`config.mk`:
```
export PLATFORM = sky130hd
export DESIGN_NAME = htc_min2
export DESIGN_NICKNAME = d
export VERILOG_FILES = /design/src/hdl/htc_min2.sv
export SDC_FILE = /design/constraint.sdc
export NUM_CORES = 1
export LEC_CHECK = 0
export BUFFER_PORTS_ARGS = -buffer_cell sky130_fd_sc_hd__buf_2
export CAP_MARGIN = 20
export CORE_MARGIN = 4
export CORE_UTILIZATION = 30
export CTS_CLUSTER_SIZE = 24
export DETAILED_ROUTE_END_ITERATION = 12
export GPL_TIMING_DRIVEN = 0
export HOLD_SLACK_MARGIN = 0.05
export SLEW_MARGIN = 30
export SYNTH_ARGS = -nofsm -noshare
export SYNTH_HDL_FRONTEND = slang
export SYNTH_SLANG_ARGS = --single-unit
```
`constraint.sdc`:
```
create_clock -name i_clk -period 10.9 [get_ports i_clk]
set_clock_uncertainty 0.15 [all_clocks]
set_input_delay 1.635 -clock i_clk [delete_from_list [all_inputs] [get_ports i_clk]]
set_output_delay 1.635 -clock i_clk [all_outputs]
set_load 0.01 [all_outputs]
```
`src/hdl/htc_min2.sv`:
```
`default_nettype none

module htc_min2 #(
    parameter int NW = 9,
    parameter int WW = 28
) (
    input  wire logic          i_clk,
    input  wire logic          i_start,
    input  wire logic          i_valid,
    input  wire logic [NW-1:0] i_idx,
    input  wire logic          i_live,
    input  wire logic [WW-1:0] i_weight,
    output logic      [NW-1:0] o_best_idx,
    output logic      [WW-1:0] o_best_w,
    output logic      [NW-1:0] o_sec_idx,
    output logic      [WW-1:0] o_sec_w
);

    logic r_bf;
    logic r_sf;

    // Nodes arrive in ascending index order; a strict compare keeps the
    // lower index on equal weights.
    always_ff @(posedge i_clk) begin
        if (i_start) begin
            r_bf <= 1'b0;
            r_sf <= 1'b0;
        end else if (i_valid && i_live) begin
            if (!r_bf || i_weight < o_best_w) begin
                o_sec_idx  <= o_best_idx;
                o_sec_w    <= o_best_w;
                r_sf       <= r_bf;
                o_best_idx <= i_idx;
                o_best_w   <= i_weight;
                r_bf       <= 1'b1;
            end else if (!r_sf || i_weight < o_sec_w) begin
                o_sec_idx <= i_idx;
                o_sec_w   <= i_weight;
                r_sf      <= 1'b1;
            end
        end
    end

endmodule

`default_nettype wire

```
==> run_results.csv <==
group,metric,value,unit
sta,post-route-period-util,41.0,%
floorplanning,boundaryPins,115,
synth,ys_seq_elements,76,
cells_and_area,layout_common_cells,"buf_2, edfxtp_1, inv_1, ha_1, mux2_2",
cells_and_area,antenna-diode-count,0,
cts,ctsResizeCount,0,
cells_and_area,drive_gt1_share,39.7,%
cells_and_area,final_common_cell,"buf_2",
power,powerDensity,145,nW/um2
global_route,grt_start_max_net_pins,38,
cts,cts_hold_buf,0,
synth,synthMuxAreaShare,10.7,%
cts,cts-root-buf,"clkbuf_16",
synth,synth-seq-area-share,54.3,%
cts,clk_pin_slew,0.06,ns
flow_run,maxCapViolCount,0,
synth,synth_compound_area_share,7.03,%
place,placed_cell_area,5030,um2
global_route,antenna_found_initial,0,
sta,fmax,224,MHz
drt,vias,2859,
cts,htreeDepth,3,
sta,timing.hold.ws,0.345,ns
floorplanning,rows,42,
power,seqPwrFrac,43.8,%
global_route,first_global_vias,3017,
floorplanning,die_w,126,um
place,dpl.hpwl,7.74,mm
cts,postCtsSetupRepairBufs,0,
critical_path,cp.required,10.81,ns
power,combPwrFrac,11.5,%
synth,synthCells,314,
sta,grt_setup_unrepaired,"false",
sta,tightest_slew,0.591,ns
cells_and_area,nFillCells,1309,
place,gp_congestion,0.779,
power,p_clk_share,44.7,%
floorplanning,die_h,126,um
sta,min_period,4.47,ns
critical_path,cp_max_fo,17,
power,switching_share,22.9,%
critical_path,critical_path_class,"in2reg",
drt,viasPerCell,4.60,
worst_hold_path,hold_path_class,"reg2reg",
drt,drtAntennaViolNets,0,
place,numPortBuffers,114,
cts,tritoncts,"yes",
sta,setup_viol,0,
synth,synthXorXnorAreaFrac,0,%
global_route,grt_first_pass_wirelength,15.9,mm
synth,yosys_warnings,0,
floorplanning,initial_core_util,31.1,%
cells_and_area,nNetsFinal,536,
cts,cts_buffers,9,
drt,drt_first_pass_iters,4,
floorplanning,dieArea,15800,um2
synth,syn-num-nets,409,
drt,wl,10.1,mm
drt,drc,0,
power,ir_drop,0.0582,mV
synth,yosys-top-cells-area,"edfxtp_1, ha_1, mux2_2",
critical_path,end_kind,"flop",
synth,synth_top_family_by_area,"adder cells",
cts,clk_path_buf_depth,2,
sta,fin_setup_tns,0,ns
outcome,outcome,"finished clean",
critical_path,critical_path_arrival,4.38,ns
cts,insertion_delay,0.35,ns
synth,netlist_area,4170,um2
power,p_sw,179,uW
synth,synth.distinct_cells,35,
synth,synth-simple-area-share,5.86,%
cells_and_area,area_growth,29.0,%
floorplanning,coreArea,13400,um2
power,p_int,600,uW
drt,wl_per_cell,16.2,um
cells_and_area,utilization,40.1,%
cells_and_area,final_cell_area,5370,um2
sta,max-slew-margin-rel,60.6,%
synth,syn_area_per_cell,13.3,um2
sta,finalHoldViolations,0,
critical_path,cp-start-kind,"primary input",
power,p_leak,2.46,nW
synth,synth_fa_ha_area_share,16.2,%
synth,synth_largest_area_cell,"edfxtp_1",
global_route,grt_overflow,0,
cts,cts.sinks,76,
sta,slew_violations,0,
global_route,track_usage,13.0,%
drt,dr.first_iter.drc_count,129,
synth,synth_top_area_share,53.3,%
[final cells by class]
cell class	count	area [um2]	share of cell area [%]
Timing Repair Buffer	116	626	11.6
Tap cell	176	220	4.10
Sequential cell	76	2260	42.1
Inverter	54	203	3.77
Buffer	4	41.3	0.768
Clock buffer	10	229	4.26
Clock inverter	6	113	2.10
Multi-Input combinational cell	180	1680	31.3
[per-layer routing]
metal  vias up  part of all wire, %  global-route usage (%)
met4         0                  1.8                    5.11
met3        12                  5.2                    4.11
met2        68                   47                    21.1
met5         -                    0                       0
met1      1357                   46                    16.1
li1       1422                    -                       -
[worst paths after layout]
| path | slack [ns] | cells after the start | start | to |
|---|---|---|---|---|
| worst max-delay path | 6.43 | 12 | i_weight[13] | o_sec_idx[3] |
| worst min-delay path | 0.35 | 2 | r_sf | r_sf |
| worst max register to register | 7.42 | 12 | o_best_w[13] | o_sec_idx[3] |
| worst min register to register | 0.35 | 2 | r_sf | r_sf |
[flip-flops by register name, summed over array words and instances, names as in the netlist]
name / count
r_sf: 1
o_sec_w: 28
o_sec_idx: 9
o_best_idx: 9
r_bf: 1
o_best_w: 28
[critical path: stages]
cell       delay (ns)
buf_2            0.12
ha_1             0.31
a21oi_1          0.16
o21ai_0          0.19
a221o_1          0.40
o31a_1           0.26
a41oi_2          0.23
buf_6            0.21
buf_8            0.19
o2bb2ai_4        0.26
buf_16           0.21
buf_16           0.17
[synthesized netlist by cell type]
library cell   n
inv_1         54
nor4_1         1
or4_1          2
nand4_1        9
edfxtp_1      74
ha_1          54
and2_1         1
o21a_1         1
a2111oi_2      1
nand2b_1       1
and4_1         1
a31oi_1        1
nand2b_4       1
o2bb2ai_1      1
nor2_1         6
o21bai_1       1
a21oi_1       20
o31a_1         2
a21o_1         6
nor3_1         2
o21ai_0        4
buf_4          2
nor2b_1        4
buf_6          1
mux2_2        29
mux2_4         8
a221o_1        1
o2111ai_1      1
nand2_1        9
nand3_1        8
o31ai_1        1
a41oi_2        1
dfxtp_1        2
a211oi_1       3
buf_8          1
[power groups by stage]
stage               combinational (mW)  clock [mW]  sequential [mW]
CTS                             0.0919       0.358            0.341
global placement                0.0852           0            0.348
floorplan                       0.0443           0            0.353
finish                          0.0898       0.348            0.341
detailed placement              0.0913           0            0.347
global route                     0.101       0.373            0.342
[logic make-up after synthesis]
logic type / Yosys count
adders and majority gates: 54
and+or+nand+nor: 45
DFF: 76
buffers and inverters: 58
AOI/OAI and AO/OA: 44
muxes: 37
[per-stage QoR]
| stage | power, mW | worst slack [ns] | instances |
|---|---|---|---|
| finish | 0.779 | 6.43 | 622 |
| global route | 0.817 | 6.29 | 622 |
| CTS | 0.791 | 6.39 | 622 |
| detailed placement | 0.439 | 6.02 | 606 |
| global placement | 0.433 | 3.99 | 604 |
| floorplan | 0.397 | 5.93 | 314 |
No activity file was read; power rests on OpenSTA's default activity.
