### src/hdl/htc_ram.sv
`default_nettype none

module htc_ram #(
    parameter int WIDTH = 8,
    parameter int DEPTH = 16,
    localparam int AW = (DEPTH > 1) ? $clog2(DEPTH) : 1
) (
    input  wire logic             i_clk,
    input  wire logic             i_wr_en,
    input  wire logic [AW-1:0]    i_wr_addr,
    input  wire logic [WIDTH-1:0] i_wr_data,
    input  wire logic             i_rd_en,
    input  wire logic [AW-1:0]    i_rd_addr,
    output logic      [WIDTH-1:0] o_rd_data
);

    logic [WIDTH-1:0] r_mem [DEPTH];

    always_ff @(posedge i_clk) begin
        if (i_wr_en) begin
            r_mem[i_wr_addr] <= i_wr_data;
        end
        if (i_rd_en) begin
            o_rd_data <= r_mem[i_rd_addr];
        end
    end

endmodule

`default_nettype wire

### config.mk
export PLATFORM = sky130hd
export DESIGN_NAME = htc_ram
export DESIGN_NICKNAME = d
export VERILOG_FILES = /design/src/hdl/htc_ram.sv
export SDC_FILE = /design/constraint.sdc
export NUM_CORES = 1
export LEC_CHECK = 0
export BUFFER_PORTS_ARGS = -buffer_cell sky130_fd_sc_hd__clkbuf_2
export CORE_ASPECT_RATIO = 0.9
export CORE_MARGIN = 10
export CORE_UTILIZATION = 35
export DETAILED_ROUTE_END_ITERATION = 16
export SYNTH_ARGS = -nofsm -noshare
export SYNTH_HDL_FRONTEND = slang
export SYNTH_SLANG_ARGS = --single-unit
### constraint.sdc
create_clock -name i_clk -period 5.35 [get_ports i_clk]
set_input_delay 1.07 -clock i_clk [delete_from_list [all_inputs] [get_ports i_clk]]
set_output_delay 1.07 -clock i_clk [all_outputs]
set_load 0.03 [all_outputs]
==> flow_summary.toml, run 1 <==
[critical_path]
required_ps = 5510
criticalPathCategory = "in -> reg"
cp.arrival_ps = 2860
r2r_end = "o_rd_data[2]"
cp-start-kind = "primary input"
cp-endpoint = "o_rd_data[5]"
crit_start = "i_rd_addr[0]"
endpoint_kind = "register"
path_max_fanout = 17
r2r_start = "r_mem[9][2]"
reg2reg_slack_ps = 3830
r2r_cells = 3

[timing]
fin_ws_ps = 2650
period_share_pct = 50.4
slew_viol_final = 0
clock.fmax_mhz = 371
hold-worst-slack_ps = 758
hold_viol_final = 0
slew_headroom_pct = 34.1
worstMarginPinSlew_ps = 985
skew_ps = 17.4
final.setup.tns_ps = 0
rsz0062_at_grt = "no"
setup_viol = 0
finalCriticalPeriod_ps = 2700

[logic_synthesis]
ys_dominant_reg_cell = "edfxtp_1"
ys_seq_area_share_pct = 78.1
muxShareOfSynthArea_pct = 14.8
avgSynthCellArea_um2 = 22.8
synth_seq_cells = 136
synthAdderAreaFrac_pct = 0
synth_compound_area_share_pct = 2.30
async_flop_share_pct = 0
synth_xor_area_share_pct = 0
synth-edff-count = 136
synth_area_mm2 = 0.00523
synth_cell_types = 18
synthSimpleGateAreaFrac_pct = 3.14
ys_warn_count = 0
syn_inst = 229
syn-num-nets = 248
synth_top_family_by_area = "multiplexers"

[clocking]
clk_transition_reported_paths_ps = 60
cts_tree = "yes"
clockRootBuffer = "clkbuf_16"
cts_hold_buf = 0
ctsResizeCount = 0
clk_latency_ps = 410
h-tree-depth = 4
clock_sinks = 136
postCtsSetupBuffers = 0
cts_made_buffers = 17
ctsLongestPathBuffers = 2

[detailed_routing]
firstDrtPassIters = 4
vias = 2389
ant_nets = 0
drc = 0
first_iter_violations = 197
wl_per_cell_um = 21.5
vias_per_cell = 4.99
wl_um = 10300

[finish]
drive_above_1_share_pct = 28.8
fin_cells = 479
final_common_cell = "edfxtp_1"
mostFrequentLayoutCells = "136 x edfxtp_1, 26 x clkbuf_2, 18 x mux4_2"
design_area_mm2 = 0.00614
nets = 287
fillers = 1279
num_antenna_cells = 0
syn2layout_area_growth_pct = 17.4

[placed_design]
dp_hpwl_um = 6590
place_ws_ps = 2170
port_buffers = 26
post_dp_cell_area_mm2 = 0.00555
gp_congestion = 0.714
place_inst = 447

[flow_run]
max_cap_viol_count = 0

[grt]
grt_util_all_layers_pct = 10.8
grt_max_degree = 33
first_global_vias = 2573
grt.overflow.total = 0
antenna_found_initial = 0
grt_pass1_wl_um = 16000

[floorplanning]
fp.dieH_um = 136
io_pins = 27
dieWidth_um = 149
fp.dieArea_mm2 = 0.0202
coreArea_mm2 = 0.0147
rows = 42
start_util_pct = 35.7

[status]
outcome = "finished, final reports clean"

[power_and_ir_drop]
p_leak_nw = 2.01
power_density_mw_per_mm2 = 399
peakVddDrop_mv = 0.286

[worst_hold_path]
hold_class = "reg -> reg"
min_path_cells = 3
-- routing by layer --
metal	global-route usage, %	vias up	wire [µm]
met4	3.10	0	51
met3	3.86	4	675
met1	15.0	1246	4930
met5	0	-	0
li1	-	1058	-
met2	15.5	81	4660
-- logic make-up after synthesis --
logic type,Yosys count
flip-flops,136
AND/OR/NAND/NOR,35
multiplexers,32
AO/OA/AOI/OAI,16
buffers and inverters,10
-- cell type report --
class / instances / area [µm²] / area share (%)
clock inverters: 14 / 153 / 2.49
flip-flops and latches: 136 / 4080 / 66.6
multi-input cells: 83 / 1060 / 17.3
clock buffers: 18 / 429 / 6.99
well taps: 198 / 248 / 4.04
repair buffers: 30 / 160 / 2.61
-- state kept, by name, indices dropped and copies added (netlist names) --
| register | flops |
|---|---|
| o_rd_data | 8 |
| r_mem | 128 |
-- synth_stat cells (2+ instances only) --
cell type | number | share of area [%]
a22oi_1 | 16 | 2.3
buf_2 | 3 | 0.29
buf_6 | 3 | 0.65
clkdlybuf4s25_2 | 3 | 0.57
edfxtp_1 | 136 | 78
mux4_1 | 14 | 7.0
mux4_2 | 18 | 7.8
nand2_1 | 9 | 0.65
nand2b_1 | 2 | 0.24
nand3b_1 | 2 | 0.29
nor2_1 | 13 | 0.93
nor3_1 | 4 | 0.38
-- how the worst min path moves through the flow --
| stage | start | endpoint | slack [ps] |
|---|---|---|---|
| floorplan | r_mem[7][0] | o_rd_data[0] | 700 |
| global placement | r_mem[11][3] | o_rd_data[3] | 730 |
| detailed placement | r_mem[11][3] | o_rd_data[3] | 740 |
| CTS | r_mem[15][7] | o_rd_data[7] | 760 |
| global route | r_mem[15][7] | o_rd_data[7] | 780 |
| finish | r_mem[7][1] | o_rd_data[1] | 760 |
-- per-stage QoR --
stage          utilization [%]  total power, W
6_report                  41.9         0.00245
5_1_grt                   41.9         0.00254
4_1_cts                   41.9         0.00247
3_5_place_dp              37.9         0.00135
3_3_place_gp              37.9         0.00134
2_1_floorplan                -         0.00130
-- power by group --
part	switching, W	internal [W]
logic	0.0000706	0.0000421
clock network	0.000440	0.000688
registers	0.00000756	0.00120
total	0.000518	0.00193
-- critical path, cell delays in order --
cell and delay [ps]:
clkbuf_2 430, buf_4 440, mux4_1 590, a22oi_1 240, nand2_1 70
No activity file was read; power rests on OpenSTA's default activity.
==> run 2, diff against run 1 <==
==> constraint.sdc (replaced) <==
create_clock -name i_clk -period 2.6 [get_ports i_clk]
set_input_delay 0.52 -clock i_clk [delete_from_list [all_inputs] [get_ports i_clk]]
set_output_delay 0.52 -clock i_clk [all_outputs]
set_load 0.03 [all_outputs]
==> flow_summary.toml, run 2 (same netlist as run 1, synthesis figures left out) <==
[status]
outcome = "finished, final reports clean"

[placed_design]
post_dp_cell_area_mm2 = 0.00569
dp_hpwl_um = 6620
place_inst = 462
gp_congestion = 0.737
port_buffers = 26

[power_and_ir_drop]
peakVddDrop_mv = 0.628
p_leak_nw = 2.14
power_density_mw_per_mm2 = 846
fin_total_pwr_w = 0.00537

[critical_path]
r2r_end = "o_rd_data[5]"
path_max_fanout = 32
criticalPathCategory = "in -> reg"
required_ps = 2730
reg2reg_slack_ps = 1070
r2r_cells = 3
r2r_start = "r_mem[8][5]"
endpoint_kind = "register"
cp-start-kind = "primary input"
crit_start = "i_rd_addr[0]"
cp.arrival_ps = 1870

[finish]
largest_register_ffs = 128
drive_above_1_share_pct = 31.1
syn2layout_area_growth_pct = 21.4
num_antenna_cells = 0
top_register = "r_mem"
nets = 302
design_area_mm2 = 0.00635
fin_cells = 494
largestRegisters = "r_mem (128), o_rd_data (8)"
final_common_cell = "edfxtp_1"
mostFrequentLayoutCells = "136 x edfxtp_1, 26 x clkbuf_2, 18 x mux4_2"

[timing]
slew_headroom_pct = 51.1
slew_viol_final = 0
rsz0062_at_grt = "no"
finalCriticalPeriod_ps = 1740
worstMarginPinSlew_ps = 730
hold_viol_final = 0
clock.fmax_mhz = 574
final.setup.tns_ps = 0
skew_ps = 8.84
setup_viol = 0
period_share_pct = 66.9

[clocking]
clockRootBuffer = "clkbuf_16"
cts_tree = "yes"
cts_made_buffers = 17
cts_hold_buf = 0
clock_sinks = 136
h-tree-depth = 4
clk_latency_ps = 410
ctsResizeCount = 0
clk_transition_reported_paths_ps = 60
postCtsSetupBuffers = 0
ctsLongestPathBuffers = 2

[floorplanning]
dieWidth_um = 149
rows = 42
fp.dieArea_mm2 = 0.0202
fp.dieH_um = 136
coreArea_mm2 = 0.0147
start_util_pct = 35.7
io_pins = 27

[detailed_routing]
drc = 0
vias_per_cell = 5.09
wl_um = 10600
first_iter_violations = 195
firstDrtPassIters = 4
vias = 2512
wl_per_cell_um = 21.4
ant_nets = 0

[grt]
antenna_found_initial = 0
grt.overflow.total = 0
first_global_vias = 2568
grt_pass1_wl_um = 16000
grt_util_all_layers_pct = 11.1
grt_max_degree = 33

[worst_hold_path]
whs_endpoint = "o_rd_data[3]"
hold_class = "in -> reg"
min_path_cells = 1
hold_path.startpoint = "i_rd_en"

[flow_run]
max_cap_viol_count = 0
-- run 2: worst max-delay path, stage by stage --
cell      delay, ps
clkbuf_2        110
buf_12          250
mux4_1          590
a22oi_1         240
nand2_1         150
-- run 2: per-layer routing --
layer / routed length (µm) / share of wire [%] / global-route usage, %
met1: 4840 / 46 / 14.3
met2: 4970 / 47 / 16.7
met3: 591 / 5.6 / 4.02
met4: 150 / 1.4 / 4.47
met5: 0 / 0 / 0
-- run 2: per-stage QoR --
| stage | hold WS [ps] | worst slack (ps) | utilization [%] |
|---|---|---|---|
| floorplan | 619 | 587 | - |
| global placement | 735 | 437 | 38.8 |
| detailed placement | 752 | 410 | 38.8 |
| CTS | 509 | 852 | 43.3 |
| global route | 522 | 773 | 43.3 |
| finish | 526 | 859 | 43.3 |
-- run 2: cell type report --
type | count | area (µm²)
clock buffer | 19 | 433
multi-input combinational | 83 | 1060
timing repair buffer | 45 | 298
tap | 198 | 248
sequential | 136 | 4080
clock inverter | 13 | 226
fill | 1240 | 8320
-- run 2: how the worst max path moves through the flow --
stage / to / slack [ps] / cells past startpoint
after floorplan: r_mem[0][0] / 590 / 2
after global placement: o_rd_data[3] / 440 / 5
after detailed placement: o_rd_data[5] / 410 / 5
after CTS: o_rd_data[3] / 850 / 5
after global routing: o_rd_data[5] / 770 / 5
final: o_rd_data[5] / 860 / 5
-- run 2: power by group --
group | total, W | internal, W | switching, W
logic | 0.000249 | 0.0000962 | 0.000153
registers | 0.00248 | 0.00247 | 0.0000129
clock network | 0.00264 | 0.00179 | 0.000845
